===== config.mk =====
export PLATFORM = sky130hd
export DESIGN_NAME = enru_ctrl
export DESIGN_NICKNAME = d
export VERILOG_FILES = /design/src/enru_pkg.sv /design/src/enru_ctrl.sv
export SDC_FILE = /design/constraint.sdc
export NUM_CORES = 1
export LEC_CHECK = 0
export BUFFER_PORTS_ARGS = -buffer_cell sky130_fd_sc_hd__buf_2
export CORE_MARGIN = 3
export CORE_UTILIZATION = 51
export DETAILED_ROUTE_END_ITERATION = 12
export PLACE_DENSITY = 0.74
export SKIP_LAST_GASP = 1
export SYNTH_ARGS = -nofsm -noshare
export SYNTH_HDL_FRONTEND = slang
export SYNTH_SLANG_ARGS = --single-unit

===== constraint.sdc =====
create_clock -name clock -period 2 [get_ports clock]
set_input_delay 0.2 -clock clock [delete_from_list [all_inputs] [get_ports clock]]
set_output_delay 0.2 -clock clock [all_outputs]
set_load 0.02 [all_outputs]

===== src/enru_pkg.sv =====
// ----------------------------------------------------------------------------
// enru_pkg
// Types and constants shared by the elastic-net regularizer controller,
// datapath and top level.
// ----------------------------------------------------------------------------
package enru_pkg;

   localparam int VALUE_W    = 32;
   localparam int THRESH_W   = 31;
   localparam int STRENGTH_W = 24;
   localparam int MIX_W      = 17;
   localparam int PEN_W      = 63;
   localparam int SUM_W      = 64;
   localparam int MAG_W      = 32;
   localparam int PROD_W     = 64;
   localparam int Y_W        = 40;
   localparam int QUO_W      = 32;
   localparam int CNT_W      = 5;
   localparam int CSR_W      = 24;
   localparam int CSR_IDX_W  = 2;

   localparam logic [CSR_IDX_W-1:0] CSR_STRENGTH  = 2'd0;
   localparam logic [CSR_IDX_W-1:0] CSR_MIX_RATIO = 2'd1;
   localparam logic [CSR_IDX_W-1:0] CSR_RIDGE     = 2'd2;

   localparam logic [MIX_W-1:0]   ALPHA_ONE    = 17'd65536;
   localparam logic [PEN_W-1:0]   PEN_MAX      = 63'h7FFF_FFFF_FFFF_FFFF;
   localparam logic [VALUE_W-1:0] GRAD_POS_LIM = 32'h7FFF_FFFF;
   localparam logic [VALUE_W-1:0] GRAD_NEG_LIM = 32'h8000_0000;

   typedef struct packed {
      logic                       kind;
      logic signed [VALUE_W-1:0]  value;
      logic [THRESH_W-1:0]        threshold;
      logic                       last;
   } req_type;

   typedef struct packed {
      logic signed [VALUE_W-1:0]  gradient;
      logic signed [VALUE_W-1:0]  shrunk;
      logic [PEN_W-1:0]           penalty;
      logic                       penalty_valid;
   } rsp_type;

   typedef enum logic [4:0] {
      ST_IDLE,
      ST_SQ,
      ST_BMAG,
      ST_INNER,
      ST_GMUL,
      ST_GRND,
      ST_L1LD,
      ST_L1MUL,
      ST_T1,
      ST_L2LD,
      ST_L2MUL,
      ST_T2,
      ST_PEN,
      ST_DIFF,
      ST_DLOAD,
      ST_DIV,
      ST_QRND,
      ST_SHRUNK,
      ST_DONE
   } state_type;

   typedef enum logic [4:0] {
      OP_NONE,
      OP_LOAD,
      OP_SUM,
      OP_INNER,
      OP_L1_LOAD,
      OP_L2_LOAD,
      OP_MAC,
      OP_GRAD,
      OP_T1,
      OP_T2,
      OP_PEN,
      OP_DIFF,
      OP_DIV_LOAD,
      OP_DIV_STEP,
      OP_QROUND,
      OP_SHRUNK,
      OP_RSP
   } op_type;

   typedef enum logic [1:0] {
      MUL_SQ,
      MUL_BMAG,
      MUL_SA,
      MUL_SB
   } mul_sel_type;

   typedef struct packed {
      op_type      op;
      logic        mul_en;
      mul_sel_type mul_sel;
   } cmd_type;

   typedef struct packed {
      logic last;
      logic y_zero;
      logic div_done;
      logic diff_zero;
   } status_type;

endpackage


===== src/enru_ctrl.sv =====
// ----------------------------------------------------------------------------
// enru_ctrl
// Sequencer for the regularizer: takes one item at a time, steps the
// datapath through the gradient, penalty or soft-threshold sequence and
// owns the result valid flag.
// ----------------------------------------------------------------------------
module enru_ctrl (
   input  logic                  clock,
   input  logic                  reset,
   input  logic                  req_valid,
   input  logic                  req_kind,
   output logic                  req_stall,
   output logic                  rsp_valid,
   input  logic                  rsp_stall,
   input  enru_pkg::status_type  status,
   output enru_pkg::cmd_type     cmd
);
   import enru_pkg::*;

   state_type state_ff, state_in;
   logic      rsp_valid_ff, rsp_valid_in;
   logic      rsp_free;

   // The result register may be refilled when empty or emptied this cycle.
   assign rsp_free = !rsp_valid_ff || !rsp_stall;

   always_ff @(posedge clock) begin
      if (reset) begin
         state_ff     <= ST_IDLE;
         rsp_valid_ff <= 1'b0;
      end else begin
         state_ff     <= state_in;
         rsp_valid_ff <= rsp_valid_in;
      end
   end

   always_comb begin
      state_in     = state_ff;
      rsp_valid_in = rsp_valid_ff && rsp_stall;
      req_stall    = 1'b1;
      cmd.op       = OP_NONE;
      cmd.mul_en   = 1'b0;
      cmd.mul_sel  = MUL_SQ;

      unique case (state_ff)
         ST_IDLE: begin
            req_stall = 1'b0;
            if (req_valid) begin
               cmd.op   = OP_LOAD;
               state_in = req_kind ? ST_DIFF : ST_SQ;
            end
         end
         ST_SQ: begin
            cmd.mul_en  = 1'b1;
            cmd.mul_sel = MUL_SQ;
            state_in    = ST_BMAG;
         end
         ST_BMAG: begin
            cmd.op      = OP_SUM;
            cmd.mul_en  = 1'b1;
            cmd.mul_sel = MUL_BMAG;
            state_in    = ST_INNER;
         end
         ST_INNER: begin
            cmd.op   = OP_INNER;
            state_in = ST_GMUL;
         end
         ST_GMUL: begin
            if (status.y_zero) begin
               state_in = ST_GRND;
            end else begin
               cmd.op = OP_MAC;
            end
         end
         ST_GRND: begin
            cmd.op      = OP_GRAD;
            cmd.mul_en  = 1'b1;
            cmd.mul_sel = MUL_SA;
            state_in    = status.last ? ST_L1LD : ST_DONE;
         end
         ST_L1LD: begin
            // The lambda*beta product computed here is kept for the L2 term.
            cmd.op      = OP_L1_LOAD;
            cmd.mul_en  = 1'b1;
            cmd.mul_sel = MUL_SB;
            state_in    = ST_L1MUL;
         end
         ST_L1MUL: begin
            if (status.y_zero) begin
               state_in = ST_T1;
            end else begin
               cmd.op = OP_MAC;
            end
         end
         ST_T1: begin
            cmd.op   = OP_T1;
            state_in = ST_L2LD;
         end
         ST_L2LD: begin
            cmd.op   = OP_L2_LOAD;
            state_in = ST_L2MUL;
         end
         ST_L2MUL: begin
            if (status.y_zero) begin
               state_in = ST_T2;
            end else begin
               cmd.op = OP_MAC;
            end
         end
         ST_T2: begin
            cmd.op   = OP_T2;
            state_in = ST_PEN;
         end
         ST_PEN: begin
            cmd.op   = OP_PEN;
            state_in = ST_DONE;
         end
         ST_DIFF: begin
            cmd.op      = OP_DIFF;
            cmd.mul_en  = 1'b1;
            cmd.mul_sel = MUL_SB;
            state_in    = ST_DLOAD;
         end
         ST_DLOAD: begin
            cmd.op   = OP_DIV_LOAD;
            state_in = status.diff_zero ? ST_SHRUNK : ST_DIV;
         end
         ST_DIV: begin
            cmd.op = OP_DIV_STEP;
            if (status.div_done) begin
               state_in = ST_QRND;
            end
         end
         ST_QRND: begin
            cmd.op   = OP_QROUND;
            state_in = ST_SHRUNK;
         end
         ST_SHRUNK: begin
            cmd.op   = OP_SHRUNK;
            state_in = ST_DONE;
         end
         ST_DONE: begin
            if (rsp_free) begin
               cmd.op       = OP_RSP;
               rsp_valid_in = 1'b1;
               state_in     = ST_IDLE;
            end
         end
         default: begin
            state_in = ST_IDLE;
         end
      endcase
   end

   assign rsp_valid = rsp_valid_ff;

endmodule


# Word level (Yosys, flattened, before mapping)
# Index checks and enable logic that the tools add are counted.
classes:
  mux: 18
  n_eq_ne: 24
  n_reduce_logical: 9
op_table:
  columns: ["operator", "count"]
  rows:
  - ["case mux 5 bit (18 select lines)", 1]
  - ["case mux 5 bit (16 select lines)", 1]
  - ["2-to-1 mux 5 bit", 9]
  - ["== test 5 x 4 -> 1 bit, second input constant", 8]
  - ["== test 5 x 3 -> 1 bit, second input constant", 4]
  - ["== test 5 bit, second input constant", 3]
  - ["inequality test 2 bit, second input constant", 6]
  - ["case mux 3 bit (4 select lines)", 1]
  - ["== test 5 x 2 -> 1 bit, second input constant", 2]
  - ["AND reduction 6 bit", 1]
  - ["== test 5 x 1 -> 1 bit, second input constant", 1]
  - ["logical NOT 5 bit", 1]
  - ["2-to-1 mux 1 bit", 4]
  - ["2-to-1 mux 4 bit", 1]
  - ["OR reduction 2 bit", 2]
  - ["2-to-1 mux 3 bit", 1]
  - ["OR reduction 3 bit", 1]
  - ["logical NOT 1 bit", 2]
  - ["logical AND 1 bit", 1]
  - ["logical OR 1 bit", 1]
word_totals:
  ff_bits: 6
  output_inout_bits: 10
  inputBits: 9
  word_cells: 53

# Depth between registers and ports, before layout
depth:
  ltp_word: 4
  mapped_depth: 7
  mapped_depth_nobuf: 5

# Least setup slack after synthesis
# OpenSTA, ideal clock, no wires.
synth_path:
  path_type: "reg-to-output"
  from: "register state_ff[0]"
  to: "output cmd[6] in the netlist's numbering"
  path_slack_ps: 190
  path_stages_with_launch: 5
  arrival_ps: 1610
  required_time_ps: 1800
  path_buffers: 2
  path_cell_list: "dfxtp_1 -> clkbuf_1 -> clkbuf_1 -> a21oi_1 -> o32ai_1"
synth_rtl:
  columns: ["element", "line_no", "rtl"]
  rows:
  - ["start: declaration", "enru_ctrl.sv:20", "state_type state_ff, state_in;"]
  - ["start signal: assignment", "enru_ctrl.sv:32", "state_ff <= state_in;"]
  - ["end: declaration", "enru_ctrl.sv:16", "output enru_pkg::cmd_type cmd"]

==> metrics.txt <==
Hold Path Class=input pin to flip-flop; FF/Latch Area=129 sq um; CTS buffer count=3; CP required=1.80 ns; I/O pin cnt=19; vias in the first global route=864; Syn Std Cell Area=756 sq um; Seq cells post-synth=6; maximum vdd drop=0.000904 V; largest net degree at the start of global routing=18; final net count=146; MaxCap Viol Count=0; Finish-stage setup viols=0; register share of total power=0.172; area taken by multi-input logic gates=582 sq um; WP data arrival=1.65 ns; CP Capture Type=output port; Vias/cell=6.44; largest family of logic cells by synthesized area=simple AND/OR/NAND/NOR gates; Max stage delay on crit path=0.37 ns; crit-path max FO=10; Vias=966; Primary FF master, synth=dfxtp_1; clock root buffer=clkbuf_4; clock network power share=0.064; Final Skew=0.0126 ns; Async SR Flop Fraction=0; core footprint=1350 sq um; compound-cell area share of the yosys netlist=0.354; final setup TNS=0 ns; clock sink count=6; antenna viol nets, final=0; Synth Warn #=0; DRT Pass-1 Iters=4; worst path buffer plus inverter count=3; Syn Nets=123; kind of start point of the critical path=flip-flop; GR Overflow Total=0; Slowest-stage cell, CP=dfxtp_4; DRC viols=0; antenna cells=0; share of cells above drive strength 1=0.304; relative slew slack=0.649; initial antenna violation count=0; Initial Utilization=0.560; post-detail-place hpwl=1640 microns; final hold violations=0; worst setup path class=flip-flop to output port; Gate power share=0.765; Area contributors post-synth=dfxtp_1 16%, nor2_1 8.9%, a21oi_1 6.0%; register area share after synthesis=0.159; simple logic cell fraction of the synthesized area=0.358; DRT Wirelength=2300 microns; area share of the largest cell type after synthesis=0.159; post-route minimum period=1.85 ns; CP delay by family, top=compound AO/OA/AOI/OAI gates; Sw Pwr=1.01 mW; post-synthesis mux area share=0.0265; Power Density=1980 nW/um^2; Clock H-tree levels=1; fmax=541 MHz; dominant cell type by area after synthesis=dfxtp_1; Fill cells=122; unrepaired setup endpoints after global routing=false; Final Util=0.688; synthesized instance count=114; die height=44.5 microns; synthesized area per cell=6.63 sq um; post-synthesis xor/xnor area fraction=0.0232; Cell variety after synth=38; GRT Total Usage=0.250; FP Rows=13; Die ar.=1980 sq um; clock latency on the worst-skew pair=0.25 ns; CP Cell Sequence=buf_4 > inv_2 > o21a_1 > o21ai_1 > a221oi_2 > o22ai_1 > buf_2; Tightest Pin Transition=0.519 ns; CTS Buffer Depth=2; Die Wd=44.5 microns; Tcrit/Tclk final=0.924; I/O Buffers=18; pins over their slew limit=0; DRT iter0 DRCs=60; internal power=0.828 mW; most frequent cells in the layout=18 x nor2_1, 18 x buf_2, 12 x nand2_1; Sw Share=0.550; first-pass GRT wire length=3760 microns; status=finished clean; LEAKAGE=0.386 nW; CTS tree=yes; Post-synth EDFFs=0; Synth Area in Adders=0; average routed wire per standard cell=15.3 microns; Reg clk slew, reported paths=0.05 ns; GPL Wtd Cong=0.811; R2R Setup Slk=0.32 ns; area grow syn2layout=22.8%
## registers in the layout, indices dropped and copies added, names as in the netlist
name,flops
rsp_valid,1
state_ff,5
## worst reg2reg max path, stage by stage (launching register included)
cell      delay (ns)
dfxtp_2         0.38
buf_4           0.17
or3_1           0.38
a311oi_1        0.27
nor2_1          0.08
o32ai_1         0.29
## per-stage QoR
stage | hold slack, ns | std cells | setup WS, ns | cell area [sq um] | power, mW
after floorplan | 0.262 | 114 | 0.190 | 756 | 1.26
after global placement | 0.457 | 147 | 0.262 | 891 | 1.63
after detailed placement | 0.456 | 147 | 0.250 | 891 | 1.65
after CTS | 0.185 | 150 | 0.0104 | 915 | 1.78
after global routing | 0.180 | 150 | 0.00417 | 928 | 2.00
final | 0.184 | 150 | 0.151 | 928 | 1.84
## power by group through the flow
| stage | combinational (mW) | clock [mW] | sequential, mW |
|---|---|---|---|
| 2_1_floorplan | 1.05 | 0 | 0.211 |
| 3_3_place_gp | 1.34 | 0 | 0.286 |
| 3_5_place_dp | 1.36 | 0 | 0.295 |
| 4_1_cts | 1.36 | 0.121 | 0.293 |
| 5_1_grt | 1.54 | 0.128 | 0.330 |
| 6_report | 1.41 | 0.117 | 0.315 |
## cells by family (layout without fill, tap and decap cells)
kind of cell / after synthesis / in the layout
multiplexers: 2 / 2
XOR/XNOR: 2 / 2
flip-flops: 6 / 6
buffers and inverters: 13 / 34
AND/OR/NAND/NOR: 52 / 52
AO/OA/AOI/OAI: 39 / 39
## final timing paths
check | start | endpoint | cells past startpoint
setup reg to reg | state_ff[1] | state_ff[4] | 5
setup / recovery | state_ff[3] | cmd[5] | 7
hold reg to reg | rsp_valid | rsp_valid | 2
hold / removal | reset | state_ff[0] | 2
## metal layers
layer,track usage,part of all wire,vias to the layer above
met3,0.0691,0.077,2
met5,0,0,-
met1,0.345,0.43,455
met4,0.0663,0.0057,0
met2,0.378,0.48,47
li1,-,-,462
## layout make-up
class,count,area share
clock buffer,3,0.0243
inverter,3,0.0121
tap,15,0.0202
timing repair buffer,28,0.178
multi-input combinational,95,0.627
sequential,6,0.139
## cells in the mapped netlist, types with 2 or more instances
cell type   n
nor2_1     18
nand2_1    12
a21oi_1     9
o21ai_0     9
dfxtp_1     6
nor2b_1     6
nand3_1     5
a221oi_1    4
clkbuf_1    4
buf_2       3
o22ai_1     3
a311oi_1    2
buf_1       2
inv_1       2
mux2i_1     2
nand2b_1    2
o32ai_1     2
or3_1       2
xnor2_1     2
## timing repair
item / in CTS / in global routing
hold buffers: 0 / 0
setup endpoints to repair: 1 / 2
buffers inserted: 0 / 0
endpoints found under the hold margin: 0 / 0
resized for setup: 1 / 6
Note: power is estimated with default switching activity, not from simulation.
